--- config.mk ---
export PLATFORM = sky130hd
export DESIGN_NAME = feedback_frame_checker_crc32_flat
export DESIGN_NICKNAME = d
export VERILOG_FILES = /design/src/sv/ffc_pkg.sv /design/src/sv/ffc_if.sv /design/src/sv/feedback_frame_checker_crc32.sv /design/src/sv/ffc_in_stage.sv /design/src/sv/ffc_frame.sv /design/src/sv/ffc_out_stage.sv /design/src/flat_wrapper.sv
export SDC_FILE = /design/constraint.sdc
export NUM_CORES = 1
export LEC_CHECK = 0
export BUFFER_PORTS_ARGS = -buffer_cell sky130_fd_sc_hd__buf_4
export CAP_MARGIN = 20
export CORE_MARGIN = 2
export CORE_UTILIZATION = 35
export DETAILED_ROUTE_END_ITERATION = 10
export PLACE_DENSITY = 0.58
export SLEW_MARGIN = 5
export SYNTH_ARGS = -nofsm -noshare
export SYNTH_HDL_FRONTEND = slang
export SYNTH_HIERARCHICAL = 1
export SYNTH_SLANG_ARGS = --single-unit
--- constraint.sdc ---
create_clock -name clk -period 7.3 [get_ports clk]
set_input_delay 1.825 -clock clk [delete_from_list [all_inputs] [get_ports clk]]
set_output_delay 1.825 -clock clk [all_outputs]
set_load 0.05 [all_outputs]
--- src/sv/ffc_pkg.sv ---
`default_nettype none

package ffc_pkg;

  // Frame layout.
  localparam int unsigned FrameBytes = 22;
  localparam int unsigned CrcSpan    = 18;
  localparam int unsigned LastByte   = 21;
  localparam int unsigned CrcBytes   = FrameBytes - CrcSpan;
  localparam int unsigned IdxW       = 5;

  // Reflected CRC-32, all-ones start, no final inversion.
  localparam logic [31:0] CrcInit = 32'hFFFF_FFFF;
  localparam logic [31:0] CrcPoly = 32'hEDB8_8320;

  typedef logic [IdxW-1:0] byte_idx_t;

  // One received byte as it leaves the input register.
  typedef struct packed {
    logic [7:0] data_byte;
    logic       frame_start;
  } byte_item_t;

  // One decoded frame.
  typedef struct packed {
    logic               frame_ok;
    logic [7:0]         proto_rev;
    logic [7:0]         actuator_number;
    logic [7:0]         report_mode;
    logic [7:0]         fault_bits;
    logic [31:0]        seq_number;
    logic signed [15:0] measured_position;
    logic signed [15:0] measured_rate;
    logic [15:0]        motor_current;
    logic signed [15:0] temperature;
    logic [15:0]        supply_voltage;
  } result_t;

  // Byte-wide CRC update, eight shift/xor steps unrolled.
  function automatic logic [31:0] crc_byte(input logic [31:0] crc, input logic [7:0] b);
    logic [31:0] c;
    c = crc ^ {24'd0, b};
    for (int k = 0; k < 8; k++) begin
      c = c[0] ? ((c >> 1) ^ CrcPoly) : (c >> 1);
    end
    return c;
  endfunction

endpackage

`default_nettype wire

--- src/sv/ffc_if.sv ---
`default_nettype none

interface ffc_byte_if;
  logic       valid;
  logic       ready;
  logic [7:0] data_byte;
  logic       frame_start;

  modport source (output valid, output data_byte, output frame_start, input ready);
  modport sink (input valid, input data_byte, input frame_start, output ready);
endinterface

interface ffc_result_if;
  logic               valid;
  logic               ready;
  logic               frame_ok;
  logic [7:0]         proto_rev;
  logic [7:0]         actuator_number;
  logic [7:0]         report_mode;
  logic [7:0]         fault_bits;
  logic [31:0]        seq_number;
  logic signed [15:0] measured_position;
  logic signed [15:0] measured_rate;
  logic [15:0]        motor_current;
  logic signed [15:0] temperature;
  logic [15:0]        supply_voltage;

  modport source (
    output valid, output frame_ok, output proto_rev, output actuator_number,
    output report_mode, output fault_bits, output seq_number,
    output measured_position, output measured_rate, output motor_current,
    output temperature, output supply_voltage, input ready
  );
  modport sink (
    input valid, input frame_ok, input proto_rev, input actuator_number,
    input report_mode, input fault_bits, input seq_number,
    input measured_position, input measured_rate, input motor_current,
    input temperature, input supply_voltage, output ready
  );
endinterface

`default_nettype wire

--- src/sv/feedback_frame_checker_crc32.sv ---
// Actuator feedback frame checker. Each item on frame_bytes is one byte of a
// 22-byte frame, and frame_start marks byte 0; a start in mid-frame drops the
// partial frame and begins a new one, while bytes that arrive with no frame open
// are discarded. Bytes 0 to 17 run through a reflected CRC-32 (polynomial
// 0xEDB88320, preset to all ones, no final inversion) and bytes 18 to 21 hold
// the received CRC, least significant byte first. After byte 21 the block
// delivers one item on results with the decoded header, sequence and data
// words and frame_ok; when the CRCs differ, frame_ok is low and every other
// field is zero. The block takes one byte every clock cycle while no result is
// held back, limited by the byte-wide CRC update between the input register
// and the frame state. The last byte of a frame passes the input register, and
// its result is then registered in the output register, which drives results.
// While a result waits in the output register, the byte in the input register
// waits with it, and once that register holds a byte frame_bytes.ready stays
// low, so a slow receiver holds back the byte stream.
`default_nettype none

module feedback_frame_checker_crc32 (
  input  wire logic       clk,
  input  wire logic       rst,
  ffc_byte_if.sink        frame_bytes,
  ffc_result_if.source    results
);

  // The input register releases its byte whenever the output register can
  // take whatever that byte might produce.
  logic                 advance;
  logic                 item_valid;
  ffc_pkg::byte_item_t  item;
  logic                 res_valid;
  ffc_pkg::result_t     result;

  ffc_in_stage u_in (
    .clk        (clk),
    .rst        (rst),
    .frame_bytes(frame_bytes),
    .advance    (advance),
    .item_valid (item_valid),
    .item       (item)
  );

  // Frame position, running CRC and captured fields live here.
  ffc_frame u_frame (
    .clk      (clk),
    .rst      (rst),
    .take     (item_valid && advance),
    .item     (item),
    .res_valid(res_valid),
    .result   (result)
  );

  ffc_out_stage u_out (
    .clk      (clk),
    .rst      (rst),
    .results  (results),
    .res_valid(res_valid),
    .result   (result),
    .advance  (advance)
  );

endmodule

`default_nettype wire

--- src/sv/ffc_in_stage.sv ---
`default_nettype none

module ffc_in_stage (
  input  wire logic              clk,
  input  wire logic              rst,
  ffc_byte_if.sink               frame_bytes,
  input  wire logic              advance,
  output logic                   item_valid,
  output ffc_pkg::byte_item_t    item
);

  logic                 valid;
  ffc_pkg::byte_item_t  held;

  // The register is free when empty or when its item moves on this cycle.
  assign frame_bytes.ready = !valid || advance;

  always_ff @(posedge clk) begin
    if (rst) begin
      valid <= 1'b0;
    end else if (frame_bytes.ready) begin
      valid <= frame_bytes.valid;
    end
  end

  always_ff @(posedge clk) begin
    if (frame_bytes.valid && frame_bytes.ready) begin
      held.data_byte   <= frame_bytes.data_byte;
      held.frame_start <= frame_bytes.frame_start;
    end
  end

  assign item_valid = valid;
  assign item       = held;

endmodule

`default_nettype wire

--- src/sv/ffc_frame.sv ---
`default_nettype none

module ffc_frame (
  input  wire logic                 clk,
  input  wire logic                 rst,
  input  wire logic                 take,
  input  wire ffc_pkg::byte_item_t  item,
  output logic                      res_valid,
  output ffc_pkg::result_t          result
);

  ffc_pkg::byte_idx_t byte_index;
  ffc_pkg::byte_idx_t byte_index_next;
  logic [31:0]        running_crc;
  logic [31:0]        running_crc_next;

  // Bytes 0..17 and the first three trailer bytes; written once per frame.
  logic [7:0] field_byte [ffc_pkg::CrcSpan];
  logic [7:0] trailer    [ffc_pkg::CrcBytes-1];

  ffc_pkg::byte_idx_t idx;
  logic               active;
  logic               last;
  logic [31:0]        crc_in;
  logic [31:0]        rx_crc;
  logic               ok;
  logic [1:0]         trl_sel;

  always_comb begin
    idx    = item.frame_start ? '0 : byte_index;
    active = take && (item.frame_start || (byte_index < ffc_pkg::IdxW'(ffc_pkg::FrameBytes)));
    last   = active && (idx == ffc_pkg::IdxW'(ffc_pkg::LastByte));
    crc_in = item.frame_start ? ffc_pkg::CrcInit : running_crc;

    if (idx < ffc_pkg::IdxW'(ffc_pkg::CrcSpan)) begin
      running_crc_next = ffc_pkg::crc_byte(crc_in, item.data_byte);
    end else begin
      running_crc_next = crc_in;
    end

    if (last) begin
      byte_index_next = ffc_pkg::IdxW'(ffc_pkg::FrameBytes);
    end else begin
      byte_index_next = idx + 1'b1;
    end

    trl_sel = 2'(idx - ffc_pkg::IdxW'(ffc_pkg::CrcSpan));
  end

  always_ff @(posedge clk) begin
    if (rst) begin
      byte_index  <= ffc_pkg::IdxW'(ffc_pkg::FrameBytes);
      running_crc <= ffc_pkg::CrcInit;
    end else if (active) begin
      byte_index  <= byte_index_next;
      running_crc <= running_crc_next;
    end
  end

  always_ff @(posedge clk) begin
    if (active) begin
      if (idx < ffc_pkg::IdxW'(ffc_pkg::CrcSpan)) begin
        field_byte[idx] <= item.data_byte;
      end else if (!last) begin
        trailer[trl_sel] <= item.data_byte;
      end
    end
  end

  // The last trailer byte is the one arriving now; the CRC is final after byte 17.
  assign rx_crc = {item.data_byte, trailer[2], trailer[1], trailer[0]};
  assign ok     = (running_crc == rx_crc);

  always_comb begin
    result = '0;
    if (ok) begin
      result.frame_ok          = 1'b1;
      result.proto_rev         = field_byte[0];
      result.actuator_number   = field_byte[1];
      result.report_mode       = field_byte[2];
      result.fault_bits        = field_byte[3];
      result.seq_number        = {field_byte[7], field_byte[6], field_byte[5], field_byte[4]};
      result.measured_position = $signed({field_byte[9], field_byte[8]});
      result.measured_rate     = $signed({field_byte[11], field_byte[10]});
      result.motor_current     = {field_byte[13], field_byte[12]};
      result.temperature       = $signed({field_byte[15], field_byte[14]});
      result.supply_voltage    = {field_byte[17], field_byte[16]};
    end
  end

  assign res_valid = last;

`ifndef SYNTH
  a_index_range: assert property (@(posedge clk) disable iff (rst)
    byte_index <= ffc_pkg::IdxW'(ffc_pkg::FrameBytes))
    else $error("frame position out of range");

  a_idle_after_result: assert property (@(posedge clk) disable iff (rst)
    res_valid |=> (byte_index == ffc_pkg::IdxW'(ffc_pkg::FrameBytes)))
    else $error("block not idle after a completed frame");

  a_fail_zero: assert property (@(posedge clk) disable iff (rst)
    (res_valid && !result.frame_ok) |-> (result.seq_number == 32'd0 &&
      result.proto_rev == 8'd0 && result.supply_voltage == 16'd0))
    else $error("failed frame carries nonzero fields");

  a_step: assert property (@(posedge clk) disable iff (rst)
    (active && !last) |=> (byte_index == $past(idx) + 1'b1))
    else $error("frame position did not advance by one");
`endif

endmodule

`default_nettype wire

--- src/sv/ffc_out_stage.sv ---
`default_nettype none

module ffc_out_stage (
  input  wire logic              clk,
  input  wire logic              rst,
  ffc_result_if.source           results,
  input  wire logic              res_valid,
  input  wire ffc_pkg::result_t  result,
  output logic                   advance
);

  logic             valid;
  ffc_pkg::result_t held;

  assign advance = !valid || results.ready;

  always_ff @(posedge clk) begin
    if (rst) begin
      valid <= 1'b0;
    end else if (advance) begin
      valid <= res_valid;
    end
  end

  always_ff @(posedge clk) begin
    if (advance && res_valid) begin
      held <= result;
    end
  end

  assign results.valid             = valid;
  assign results.frame_ok          = held.frame_ok;
  assign results.proto_rev         = held.proto_rev;
  assign results.actuator_number   = held.actuator_number;
  assign results.report_mode       = held.report_mode;
  assign results.fault_bits        = held.fault_bits;
  assign results.seq_number        = held.seq_number;
  assign results.measured_position = held.measured_position;
  assign results.measured_rate     = held.measured_rate;
  assign results.motor_current     = held.motor_current;
  assign results.temperature       = held.temperature;
  assign results.supply_voltage    = held.supply_voltage;

endmodule

`default_nettype wire

--- src/flat_wrapper.sv ---
// flat-port wrapper written by rule: the top's interface ports become plain ports
module feedback_frame_checker_crc32_flat 
  (clk, rst, frame_bytes_valid, frame_bytes_data_byte, frame_bytes_frame_start, frame_bytes_ready, results_valid, results_frame_ok, results_proto_rev, results_actuator_number, results_report_mode, results_fault_bits, results_seq_number, results_measured_position, results_measured_rate, results_motor_current, results_temperature, results_supply_voltage, results_ready);
  ffc_byte_if frame_bytes_i ();
  ffc_result_if results_i ();
  input  wire logic clk;
  input  wire logic rst;
  input wire logic [$bits(frame_bytes_i.valid)-1:0] frame_bytes_valid;
  input wire logic [$bits(frame_bytes_i.data_byte)-1:0] frame_bytes_data_byte;
  input wire logic [$bits(frame_bytes_i.frame_start)-1:0] frame_bytes_frame_start;
  output wire logic [$bits(frame_bytes_i.ready)-1:0] frame_bytes_ready;
  output wire logic [$bits(results_i.valid)-1:0] results_valid;
  output wire logic [$bits(results_i.frame_ok)-1:0] results_frame_ok;
  output wire logic [$bits(results_i.proto_rev)-1:0] results_proto_rev;
  output wire logic [$bits(results_i.actuator_number)-1:0] results_actuator_number;
  output wire logic [$bits(results_i.report_mode)-1:0] results_report_mode;
  output wire logic [$bits(results_i.fault_bits)-1:0] results_fault_bits;
  output wire logic [$bits(results_i.seq_number)-1:0] results_seq_number;
  output wire logic [$bits(results_i.measured_position)-1:0] results_measured_position;
  output wire logic [$bits(results_i.measured_rate)-1:0] results_measured_rate;
  output wire logic [$bits(results_i.motor_current)-1:0] results_motor_current;
  output wire logic [$bits(results_i.temperature)-1:0] results_temperature;
  output wire logic [$bits(results_i.supply_voltage)-1:0] results_supply_voltage;
  input wire logic [$bits(results_i.ready)-1:0] results_ready;
  assign frame_bytes_i.valid = frame_bytes_valid;
  assign frame_bytes_i.data_byte = frame_bytes_data_byte;
  assign frame_bytes_i.frame_start = frame_bytes_frame_start;
  assign frame_bytes_ready = frame_bytes_i.ready;
  assign results_valid = results_i.valid;
  assign results_frame_ok = results_i.frame_ok;
  assign results_proto_rev = results_i.proto_rev;
  assign results_actuator_number = results_i.actuator_number;
  assign results_report_mode = results_i.report_mode;
  assign results_fault_bits = results_i.fault_bits;
  assign results_seq_number = results_i.seq_number;
  assign results_measured_position = results_i.measured_position;
  assign results_measured_rate = results_i.measured_rate;
  assign results_motor_current = results_i.motor_current;
  assign results_temperature = results_i.temperature;
  assign results_supply_voltage = results_i.supply_voltage;
  assign results_i.ready = results_ready;
  feedback_frame_checker_crc32 u_core (.clk(clk), .rst(rst), .frame_bytes(frame_bytes_i), .results(results_i));
endmodule
* Yosys cells after proc, flatten, opt, wreduce, memory -nomap -nowiden
Memory sizes are Yosys's and may differ from the RTL's. Cells that the tools add are included.
Storage, ports and cells: output and inout bits 147, logic and storage cells 64, register bits after elaboration 193, memories 2, bits in writable memories 168, input bits 13
Operators by class: add/sub/neg operators 2, bitwise operators 9, mux-type cells 20, equal/unequal tests 2, order comparisons 2, reduce and logical (&&, ||, !) cells 10
Memory list:
- u_core.u_frame.field_byte | words 18, bits a word 8, read ports 18, clocked after memory_dff 0, write ports 1, line ffc_frame.sv:18 | logic [7:0] field_byte [ffc_pkg::CrcSpan];
- u_core.u_frame.trailer | words 3, bits a word 8, read ports 3, clocked after memory_dff 0, write ports 1, line ffc_frame.sv:19 | logic [7:0] trailer [ffc_pkg::CrcBytes-1];
Operators by type and width (count):
- 2-to-1 mux 32 bit | 10
- 2-to-1 mux 145 bit | 1
- inverter 13 -> 14 bit | 8
- equality test 32 bit | 1
- XOR 32 x 8 -> 32 bit | 1
- < comparator 5 bit, second input constant | 2
- 2-to-1 mux 5 bit | 2
- 2-to-1 mux 1 bit | 7
- adder 5 x 1 -> 5 bit, second input constant | 1
- equality test 5 bit, second input constant | 1
- logical AND 1 bit | 5
- logical OR 1 bit | 3
- zero test 1 bit | 2
- subtractor 2 bit, second input constant | 1

* Logic depth before layout (Yosys ltp)
Gate-level depths: netlist (run 1).
depth after elaboration 19, gate-level depth with buffers 10, depth with buffers taken out 7

* By module
Netlist (run 1), hierarchy kept.
By module, submodules not included:
- ffc_frame | cells each 714, seq. area each 5785.5 um2, area an instance 9213.8 um2, instances 1
- ffc_out_stage | cells each 150, seq. area each 4374.2 um2, area an instance 4409.2 um2, instances 1
- ffc_in_stage | cells each 14, seq. area each 290.3 um2, area an instance 325.3 um2, instances 1
- feedback_frame_checker_crc32 | cells each 1, seq. area each 0.0 um2, area an instance 6.3 um2, instances 1

* Least setup slack after synthesis (run 1)
OpenSTA, ideal clock, no wires.
kind in2reg, from in results_ready, to reg u_core.u_out.held, in the netlist u_core/u_out/results.actuator_number[0], enable pin, path buffers 0, library setup time 0.404 ns, cell stages on the path 5, slack 3.226 ns, required time 6.896 ns, data arrival time 3.670 ns, path through nand2b_4 > and2_1 > o21ai_0 > nor2_1 > and2_4
On the way: word-level cells in the longest chain between the ends 5
Ends and longest elaborated chain:
- from (decl) | line flat_wrapper.sv:24 | input wire logic [$bits(results_i.ready)-1:0] results_ready;
- logical OR 1 bit | line ffc_out_stage.sv:15 | assign advance = !valid || results.ready;
- logical AND 1 bit | line feedback_frame_checker_crc32.sv:46 | .take (item_valid && advance),
- logical AND 1 bit | line ffc_frame.sv:31 | active = take && (item.frame_start || (byte_index < ffc_pkg::IdxW'(ffc_pkg::FrameBytes)));
- logical AND 1 bit | line ffc_frame.sv:32 | last = active && (idx == ffc_pkg::IdxW'(ffc_pkg::LastByte));
- net u_core.res_valid | line feedback_frame_checker_crc32.sv:30 | logic res_valid;
- logical AND 1 bit | line ffc_out_stage.sv:26 | if (advance && res_valid) begin
- to (signal assigned) | line ffc_out_stage.sv:27 | held <= result;
- to (decl) | line ffc_out_stage.sv:13 | ffc_pkg::result_t held;
The timed path passes the listed nets, and every way through them passes these cells. A chain may end at the register's enable or synchronous reset.

* Final worst setup path (run 1)
from in results_ready, to out frame_bytes_ready
On the way: word-level cells in the longest chain between the ends 2
Ends and longest elaborated chain:
- logical OR 1 bit | line ffc_out_stage.sv:15
- net u_core.advance | line feedback_frame_checker_crc32.sv:27 | logic advance;
- logical OR 1 bit | line ffc_in_stage.sv:16 | assign frame_bytes.ready = !valid || advance;
- to (decl) | line flat_wrapper.sv:11 | output wire logic [$bits(frame_bytes_i.ready)-1:0] frame_bytes_ready;
The timed path passes the listed nets, and every way through them passes these cells.

==> out/qor.yml, run 1 <==
status:
  status: "completed"
power_and_ir_drop:
  vdd_ir_drop_max_uv: 167
  switching_share: 0.221
  powerDensity_nw_per_um2: 267
  power.switching_w: 0.000991
  p_clk_frac: 0.406
  sequentialPowerShare: 0.512
  combinationalPowerShare: 0.082
  p_leak_nw: 6.34
  p_int_w: 0.00350
synth:
  syn_nets: 896
  seq_area_frac_synth: 0.749
  netlist_instances: 879
  syn-cell-area_um2: 14000
  avgSynthCellArea_um2: 15.9
  synth.distinct_cells: 45
  ys_ff_latch: 361
  yosys_warnings: 6
route:
  drtIter0Drc: 544
  drt_pass1_iterations: 6
  vias: 7208
  vias_per_cell: 4.51
  final_antenna_net_count: 0
  wire_per_inst_um: 18.6
  drt_wl_total_um: 29700
  drc_errors: 0
timing:
  slew_viol_final: 0
  skew_ps: 11.7
  rsz0062_at_grt: "false"
  tightest_slew_ps: 1020
  setup_viol: 0
  period_minus_slack_ps: 4280
  fmax_mhz: 234
  period_share: 0.586
  finalHoldViolations: 0
  slew_headroom: 0.320
  fin_setup_tns_ps: 0
setup_path:
  critPathTopFamily: "simple AND/OR/NAND/NOR gates"
  crit_fanout: 4
  slowest_stage: "buf_4"
  crit_buf_inv: 2
  arrival_ps: 2450
  crit_path_start_kind: "primary input"
  end_kind: "primary output"
  worstPathRequired_ps: 5480
  worstPathCellList: "buf_4 > nand2b_4 > nand2b_4 > buf_4"
  crit_type: "in2out"
  worst_path_largest_cell_delay_ps: 190
  rrSetupSlack_ps: 3740
clocking:
  clock-root-buffer: "clkbuf_16"
  cts.path.max_buffers: 3
  cts_tree: "built"
  cts.sinks: 361
  post_cts_buffers: 0
  clock_latency_ps: 520
  h-tree-depth: 2
  cts_made_buffers: 39
  ctsHoldBuffers: 0
  cts_resized: 0
  clk_pin_slew_ps: 60
grt:
  grt_pass1_vias: 7292
  grt-ovfl-total: 0
  antenna_found_initial: 1
  grt_pass1_wl_um: 44400
  grt_max_degree: 133
  track_usage: 0.142
placed_design:
  numPortBuffers: 159
  dp.cells: 1533
  place_congestion: 0.786
  dp_hpwl_um: 18400
finish:
  nets: 1066
  final_cells: 1599
  antenna-diode-count: 0
  utilization: 0.426
  final_layout_size_suffix_gt1_frac: 0.226
  syn2layout_area_growth_pct: 20.6
floorplan:
  chipHeight_um: 204
  start_util: 0.353
  core.rowCount: 73
  die-width_um: 204
  core_um2: 39500
  io_pins: 160
  die_area_um2: 41500
worst_hold_path:
  hold_path_class: "reg2reg"
flow_run:
  maxCapViolCount: 0
## path summary, 6_finish.rpt
check / startpoint / cells past startpoint / to
worst max-delay path: results_ready / 4 / frame_bytes_ready
worst min-delay path: u_core/u_frame/field_byte[1][3] / 1 / u_core/u_out/results.actuator_number[3]
worst max register to register: u_core/u_in/item[0] / 6 / u_core/u_out/results.measured_position[8]
worst min register to register: u_core/u_frame/field_byte[1][3] / 1 / u_core/u_out/results.actuator_number[3]
## kinds of logic (layout without fill, tap and decap cells)
kind of cell / count (synthesis) / after routing / synth area share
xor gates and xnor gates: 128 / 128 / 0.0889
adders and majority gates: 4 / 4 / 0.00359
AOI/OAI and AO/OA: 56 / 56 / 0.0246
DFF: 361 / 361 / 0.749
buffers and inverters: 49 / 244 / 0.0206
and+or+nand+nor: 279 / 279 / 0.112
muxes: 2 / 2 / 0.00143
## sequential cells by signal, indices dropped and copies added, names as in the netlist, 24 cells and up
register	count
u_core/u_frame/field_byte	144
u_core/u_frame/trailer	24
u_core/u_out/results.seq_number	32
u_core/u_frame/running_crc	32
## cell usage in the layout, fill, tap and decap left out, drive strengths merged, types with 4 or more instances in the layout
| cell type | instances |
|---|---|
| xor2 | 27 |
| buf | 173 |
| edfxtp | 322 |
| nor2 | 58 |
| xnor2 | 100 |
| clkbuf | 51 |
| o21ai | 12 |
| ha | 4 |
| dfxtp | 39 |
| nand3 | 5 |
| o211ai | 16 |
| nand2 | 23 |
| nand2b | 6 |
| a21oi | 22 |
| inv | 5 |
| nand4 | 6 |
| clkinv | 12 |
| nor3 | 14 |
| and2 | 151 |
| nor4 | 5 |
## cell type report
class	count	area [um2]
timing repair buffer	173	1300
inverter	5	18.8
fill	3566	22700
clock inverter	15	138
sequential	361	10500
multi-input combinational	469	3230
clock buffer	51	1040
tap	525	657
## through the flow
stage          hold slack (ps)  instance area, um2  power, W  worst slack, ps
2_1_floorplan              485               14000   0.00262             3230
3_3_place_gp               499               15700   0.00271             2690
3_5_place_dp               502               15700   0.00272             2570
4_1_cts                    506               16800   0.00455             3020
5_1_grt                    527               16800   0.00466             2860
6_report                   505               16800   0.00449             3020
## layer usage
metal / vias to the layer above / track usage / wire, um
met5: - / 0 / 0
met4: 0 / 0.0446 / 628
met2: 222 / 0.223 / 13800
met1: 3509 / 0.201 / 13700
li1: 3435 / - / -
met3: 42 / 0.0262 / 1590
## synth_stat cells, drive strengths merged
library cell | count | area share
edfxtp | 322 | 0.69
and2 | 151 | 0.068
xnor2 | 100 | 0.068
nor2 | 58 | 0.016
dfxtp | 39 | 0.056
xor2 | 27 | 0.019
nand2 | 23 | 0.0062
a21oi | 22 | 0.0084
buf | 22 | 0.013
clkbuf | 22 | 0.0059
o211ai | 16 | 0.0086
nor3 | 14 | 0.0058
o21ai | 12 | 0.0043
nand2b | 6 | 0.0038
nand4 | 6 | 0.0027
nand3 | 5 | 0.0018
nor4 | 5 | 0.0022
ha | 4 | 0.0036
inv | 4 | 0.0011
nand3b | 3 | 0.0016
nor2b | 3 | 0.0013
o21a | 3 | 0.0016
mux2i | 2 | 0.0014
a211oi | 1 | 0.00054
a31oi | 1 | 0.00045
a41oi | 1 | 0.00063
and3 | 1 | 0.00045
and4 | 1 | 0.00063
clkinv | 1 | 0.00027
or2 | 1 | 0.00045
or4 | 1 | 0.00054
or4b | 1 | 0.00072
xnor3 | 1 | 0.0016
## power by group through the flow
| stage | Sequential [W] | Combinational (W) | Clock (W) |
|---|---|---|---|
| floorplan | 0.00234 | 0.000280 | 0 |
| global placement | 0.00235 | 0.000368 | 0 |
| detailed placement | 0.00235 | 0.000371 | 0 |
| CTS | 0.00230 | 0.000373 | 0.00187 |
| global route | 0.00230 | 0.000403 | 0.00195 |
| finish | 0.00230 | 0.000369 | 0.00182 |
No activity file was read; power rests on OpenSTA's default activity.
==> run 2, diff against run 1 <==
--- a/config.mk
+++ b/config.mk
@@ -10,7 +10,7 @@
 export CORE_MARGIN = 2
 export CORE_UTILIZATION = 35
 export DETAILED_ROUTE_END_ITERATION = 10
-export PLACE_DENSITY = 0.58
+export PLACE_DENSITY = 0.6
 export SLEW_MARGIN = 5
 export SYNTH_ARGS = -nofsm -noshare
 export SYNTH_HDL_FRONTEND = slang
==> constraint.sdc (replaced) <==
create_clock -name clk -period 3.48 [get_ports clk]
set_input_delay 0.87 -clock clk [delete_from_list [all_inputs] [get_ports clk]]
set_output_delay 0.87 -clock clk [all_outputs]
set_load 0.05 [all_outputs]
==> run 2 against run 1 <==
Register-to-register slack got worse by 2800 ps. Critical path depth increased by 1. Via count increased by 1.7%. Worst setup slack got worse by 2100 ps. Sequential power increased by 110%. Flip-flop and latch count unchanged. Utilization increased by 0.56 points. Clock-buffer cell count decreased by 4. Clock power increased by 110%. First-iteration DRC count decreased by 0.18%. Wire length increased by 1.3%. Clock skew increased by 9.0 ps. Highest routed layer unchanged.
==> out/qor.yml, run 2 (synthesis gave the netlist of run 1 again) <==
status:
  status: "completed"
route:
  drc_errors: 0  # unchanged
  drtIter0Drc: 543  # -0.18%
  wire_per_inst_um: 18.5  # -0.14%
  drt_pass1_iterations: 4  # -2
  drt_wl_total_um: 30100  # +1.3%
  final_antenna_net_count: 0  # unchanged
  vias_per_cell: 4.52  # +0.21%
  vias: 7327  # +1.7%
grt:
  grt-ovfl-total: 0  # unchanged
  track_usage: 0.146  # +0.00362
  grt_pass1_wl_um: 44900  # +1.1%
  grt_max_degree: 94  # -29%
  grt_pass1_vias: 7322  # +0.41%
  antenna_found_initial: 0  # -1
floorplan:
  start_util: 0.353  # unchanged
  core.rowCount: 73  # unchanged
  die-width_um: 204  # unchanged
  core_um2: 39500  # unchanged
  chipHeight_um: 204  # unchanged
  io_pins: 160  # unchanged
  die_area_um2: 41500  # unchanged
clocking:
  cts_made_buffers: 38  # -2.6%
  clock_latency_ps: 540  # +20 ps
  cts_resized: 0  # unchanged
  clock-root-buffer: "clkbuf_16"
  cts.path.max_buffers: 3  # unchanged
  cts_tree: "built"
  cts.sinks: 361  # unchanged
  clk_pin_slew_ps: 60  # about the same
  ctsHoldBuffers: 0  # unchanged
  h-tree-depth: 2  # unchanged
  post_cts_buffers: 0  # unchanged
power_and_ir_drop:
  combinationalPowerShare: 0.082  # about the same
  power.switching_w: 0.00207  # +110%
  vdd_ir_drop_max_uv: 285  # +71%
  sequentialPowerShare: 0.517  # +0.005
  p_leak_nw: 6.47  # +2.0%
  powerDensity_nw_per_um2: 548  # +110%
  switching_share: 0.221  # about the same
  p_int_w: 0.00729  # +110%
  p_clk_frac: 0.400  # -0.006
timing:
  skew_ps: 20.7  # +9.03 ps
  slew_viol_final: 0  # unchanged
  tightest_slew_ps: 922  # -97.8 ps
  fin_setup_tns_ps: 0  # unchanged
  setup_viol: 0  # unchanged
  period_minus_slack_ps: 2570
  finalHoldViolations: 0  # unchanged
  fin_ws_ps: 913  # -2110 ps
  rsz0062_at_grt: "false"
  slew_headroom: 0.385  # +0.0651
  period_share: 0.738
  fmax_mhz: 390
worst_hold_path:
  hold_path_end: "u_core/u_out/results.seq_number[21]"
  hold_path_class: "reg2reg"
  hold_start: "u_core/u_frame/field_byte[6][5]"
  whs_path_depth: 1  # unchanged
setup_path:
  worstPathCellList: "nand2b_1 > o21ai_0 > nor2_1 > and2_4 > buf_12"
  timing.rr.end: "u_core/u_out/results.motor_current[2]"
  slowest_stage: "edfxtp_1"
  arrival_ps: 2720  # +270 ps
  crit_path_start_kind: "flip-flop"
  crit_type: "reg2reg"
  crit_buf_inv: 1  # -1
  critPathTopFamily: "simple AND/OR/NAND/NOR gates"
  crit_fanout: 93  # +89
  rrSetupSlack_ps: 910  # -2830 ps
  worstRegToRegCells: 5  # -1
  end_kind: "flip-flop"
  r2r_start: "u_core/u_in/item[0]"
  worstPathRequired_ps: 3640  # -1840 ps
  worst_path_largest_cell_delay_ps: 560  # +370 ps
finish:
  largest_reg_flops: 144  # unchanged
  regMostFlops: "u_core/u_frame/field_byte"
  fill_cells: 3498  # -1.9%
  nets: 1089  # +2.2%
  syn2layout_area_growth_pct: 22.2
  seqCellArea_um2: 10500  # unchanged
  final_layout_size_suffix_gt1_frac: 0.243  # +0.0164
  fin_area_um2: 17100  # +1.3%
  multiInputGateArea_um2: 3230  # +0.19%
  mostFrequentLayoutCells: "edfxtp_1 (322), buf_4 (191), and2_1 (149), xnor2_1 (95), nor2_1 (57)"
  final_common_cell: "edfxtp_1"
placed_design:
  dp_hpwl_um: 19000  # +3.5%
  dpl_cell_area_um2: 15900  # +1.7%
  place_congestion: 0.779  # -0.81%
  numPortBuffers: 159  # unchanged
  dp_slack_ps: 538  # -2030 ps
flow_run:
  maxCapViolCount: 0  # unchanged
[run 2: through the flow]
step,hold WS (ps),utilization,cells,total power [W]
2_1_floorplan,485,-,879,0.00550
3_3_place_gp,498,0.402,1557,0.00570
3_5_place_dp,501,0.402,1557,0.00570
4_1_cts,474,0.431,1621,0.00947
5_1_grt,482,0.431,1621,0.00973
6_report,511,0.431,1622,0.00935
[run 2: how the worst max path moves through the flow]
stage / startpoint / endpoint / slack [ps] / cells after the start
floorplan: u_core/u_in/item[0] / u_core/u_out/results.actuator_number[0] / 230 / 9
global placement: results_ready / u_core/u_out/results.measured_rate[6] / 600 / 7
detailed placement: results_ready / u_core/u_out/results.measured_rate[2] / 540 / 7
CTS: u_core/u_in/item[0] / u_core/u_out/results.measured_rate[7] / 930 / 6
global route: u_core/u_in/item[0] / u_core/u_out/results.motor_current[2] / 710 / 5
finish: u_core/u_in/item[0] / u_core/u_out/results.motor_current[2] / 910 / 5
[run 2: final cells by class]
cell class / count / area share
Timing Repair Buffer: 197 / 0.0911
Multi-Input combinational cell: 469 / 0.190
Clock inverter: 17 / 0.00778
Clock buffer: 47 / 0.0590
Inverter: 5 / 0.00110
Antenna cell: 1 / 0.000147
Sequential cell: 361 / 0.613
Tap cell: 525 / 0.0385
[run 2: power groups by stage]
stage               Sequential, W  Clock (W)  Combinational [W]
floorplan                 0.00491          0           0.000588
global placement          0.00493          0           0.000770
detailed placement        0.00493          0           0.000772
CTS                       0.00484    0.00386           0.000777
global route              0.00484    0.00404           0.000849
finish                    0.00484    0.00374           0.000771
[run 2: per-layer routing]
layer,global-route usage,vias to the layer above,share of wire
met3,0.0278,41,0.058
met4,0.0495,0,0.022
met2,0.230,210,0.47
met1,0.203,3595,0.45
met5,0,-,0
li1,-,3481,-
==> run 3, diff against run 2 <==
==> constraint.sdc (replaced) <==
create_clock -name clk -period 2.1 [get_ports clk]
set_input_delay 0.525 -clock clk [delete_from_list [all_inputs] [get_ports clk]]
set_output_delay 0.525 -clock clk [all_outputs]
set_load 0.05 [all_outputs]
==> run 3 against run 2 <==
The flow now finishes with violations (setup timing). Sequential power is 65% higher. Clock power is 68% higher. Critical path depth is 3 higher. Clock-buffer cell count is 1 lower. Largest power group unchanged. Global-route usage is 0.15 points higher. Sequential share of layout area is 2.9 points lower. Clock skew is 1.1 ps higher. Register-to-register slack worse by 1100 ps. Wire length is 2.7% higher. Highest routed layer unchanged. Flip-flop and latch count stayed put. Critical path type unchanged. Final area is 4.9% higher. Worst setup slack worse by 1100 ps.
==> out/qor.yml, run 3 (synthesis gave the netlist of run 1 again) <==
status:
  status: "complete, but fails checks"
  violations: "setup timing"
setup_path:
  crit_path_start_kind: "flip-flop"
  worstPathRequired_ps: 2490  # -1150 ps
  worstPathCellList: "xnor2_2 > nand4_1 > nor4_4 > nand3_2 > nor3_4 > buf_12 > buf_16 > and2_1"
  worstRegToRegCells: 8  # +3
  rrSetupSlack_ps: -140  # -1050 ps
  crit_fanout: 41  # -56%
  timing.rr.end: "u_core/u_out/results.temperature[6]"
  worst_path_largest_cell_delay_ps: 430  # -130 ps
  end_kind: "flip-flop"
  worstSetupStartpoint: "u_core/u_in/item[1]"
  r2r_start: "u_core/u_in/item[1]"
  arrival_ps: 2630  # -90 ps
  critPathTopFamily: "simple AND/OR/NAND/NOR gates"
  slowest_stage: "edfxtp_1"
  crit_buf_inv: 2  # +1
  crit_type: "reg2reg"
clocking:
  clk_pin_slew_ps: 60  # about the same
  cts_made_buffers: 38  # unchanged
  cts_tree: "built"
  ctsHoldBuffers: 0  # unchanged
  cts.sinks: 361  # unchanged
  clock_latency_ps: 530  # about the same
  h-tree-depth: 2  # unchanged
  cts.path.max_buffers: 3  # unchanged
  clock-root-buffer: "clkbuf_16"
floorplan:
  die_area_um2: 41500  # unchanged
  io_pins: 160  # unchanged
  core_um2: 39500  # unchanged
  start_util: 0.353  # unchanged
  chipHeight_um: 204  # unchanged
  core.rowCount: 73  # unchanged
  die-width_um: 204  # unchanged
route:
  wire_per_inst_um: 18.2  # -1.6%
  drt_pass1_iterations: 8  # +4
  vias: 7628  # +4.1%
  drtIter0Drc: 480  # -12%
  drc_errors: 0  # unchanged
  drt_wl_total_um: 30900  # +2.7%
  vias_per_cell: 4.51  # -0.20%
  final_antenna_net_count: 0  # unchanged
placed_design:
  dp_hpwl_um: 20500  # +7.5%
  place_congestion: 0.833  # +6.9%
  dp_slack_ps: -366  # -904 ps
  numPortBuffers: 159  # unchanged
timing:
  setup_viol: 168  # +168
  rsz0062_at_grt: "true"
  slew_headroom: 0.550  # +0.165
  period_share: 1.07  # +0.328
  tightest_slew_ps: 672  # -250 ps
  period_minus_slack_ps: 2240  # -330 ps
  slew_viol_final: 0  # unchanged
  finalHoldViolations: 0  # unchanged
  skew_ps: 21.8  # +1.14 ps
  fmax_mhz: 447  # +15%
  fin_ws_ps: -137  # -1050 ps
finish:
  final_layout_size_suffix_gt1_frac: 0.317  # +0.0744
  mostFrequentLayoutCells: "edfxtp_1 (322), buf_4 (253), and2_1 (142), xnor2_1 (91), nor2_1 (47)"
  syn2layout_area_growth_pct: 28.2
  largest_reg_flops: 144  # unchanged
  final_common_cell: "edfxtp_1"
  fill_cells: 3474  # -0.69%
  utilization: 0.452  # +0.0212
  antenna-diode-count: 0  # -1
  regMostFlops: "u_core/u_frame/field_byte"
  nets: 1161  # +6.6%
grt:
  grt_max_degree: 42  # -55%
  grt-ovfl-total: 0  # unchanged
  antenna_found_initial: 1  # +1
  track_usage: 0.148  # +0.00153
  grt_pass1_wl_um: 46200  # +2.8%
  grt_pass1_vias: 7589  # +3.6%
power_and_ir_drop:
  combinationalPowerShare: 0.101  # +0.019
  p_int_w: 0.0123  # +69%
  p_leak_nw: 6.91  # +6.9%
  switching_share: 0.222  # +0.00137
  vdd_ir_drop_max_uv: 454  # +59%
  power.switching_w: 0.00352  # +71%
  powerDensity_nw_per_um2: 886  # +62%
  sequentialPowerShare: 0.503  # -0.014
  p_clk_frac: 0.396  # -0.004
flow_run:
  maxCapViolCount: 0  # unchanged
worst_hold_path:
  hold_start: "frame_bytes_data_byte[2]"
  hold_path_class: "in2reg"
  whs_path_depth: 1  # unchanged
  hold_path_end: "u_core/u_in/item[3]"
[run 3: cell count changes in the layout (fill, tap and decap cells not counted), moves of 4 or more]
| cell | before | now |
|---|---|---|
| and2_1 | 149 | 142 |
| buf_6 | 0 | 4 |
| xnor2_1 | 95 | 91 |
| nor2_1 | 57 | 47 |
| buf_12 | 6 | 11 |
| buf_4 | 191 | 253 |
| and2_4 | 2 | 9 |
| nor2_2 | 1 | 7 |
| nor2_4 | 0 | 4 |
| xnor2_2 | 2 | 6 |
[run 3: metal layers]
metal | up-vias | global-route usage | wire, um
li1 | 3629 | - | -
met1 | 3764 | 0.204 | 14000
met2 | 198 | 0.241 | 14600
met3 | 37 | 0.0275 | 1740
met4 | 0 | 0.0355 | 484
met5 | - | 0 | 0
[run 3: worst max-delay path by stage]
stage | cells past startpoint | end
CTS | 8 | u_core/u_out/results.temperature[8]
detailed placement | 8 | u_core/u_out/results.seq_number[20]
floorplan | 9 | u_core/u_out/results.actuator_number[0]
global placement | 8 | u_core/u_out/results.seq_number[30]
global route | 8 | u_core/u_out/results.measured_rate[12]
finish | 8 | u_core/u_out/results.temperature[6]
[run 3: worst register-to-register path: stages (launching register included)]
cell	delay, ps
edfxtp_1	430
xnor2_2	200
nand4_1	230
nor4_4	370
nand3_2	140
nor3_4	220
buf_12	180
buf_16	180
and2_1	160
[run 3: repair_timing]
| item | CTS | global route |
|---|---|---|
| resized for setup | 15 | 8 |
| setup buffers | 1 | 1 |
| gates cloned | 0 | 0 |
| setup endpoints to repair | 296 | 373 |
| pin swaps | 8 | 6 |
[run 3: stage by stage]
| step | std cells | total power [W] | cell area (um2) | TNS (ps) | hold WS (ps) |
|---|---|---|---|---|---|
| floorplan | 879 | 0.00914 | 14100 | -123950 | 485 |
| global placement | 1627 | 0.00967 | 16600 | -71610 | 491 |
| detailed placement | 1627 | 0.00968 | 16600 | -68350 | 501 |
| CTS | 1691 | 0.0160 | 17800 | -24570 | 164 |
| global route | 1692 | 0.0164 | 17900 | -33530 | 165 |
| finish | 1692 | 0.0159 | 17900 | -14320 | 181 |
[run 3: final cells by class]
class / instances / area [um2] / share of cell area
sequential: 361 / 10500 / 0.584
multi-input combinational: 469 / 3410 / 0.190
timing repair buffer: 269 / 2190 / 0.123
clock buffer: 46 / 1010 / 0.0566
tap: 525 / 657 / 0.0367
clock inverter: 17 / 154 / 0.00860
inverter: 5 / 18.8 / 0.00105
[run 3: power by group through the flow]
stage          registers, W  clock network, W  logic [W]
2_1_floorplan       0.00814                 0    0.00100
3_3_place_gp        0.00812                 0    0.00155
3_5_place_dp        0.00813                 0    0.00156
4_1_cts             0.00798           0.00643    0.00158
5_1_grt             0.00798           0.00672    0.00173
6_report            0.00798           0.00628    0.00160
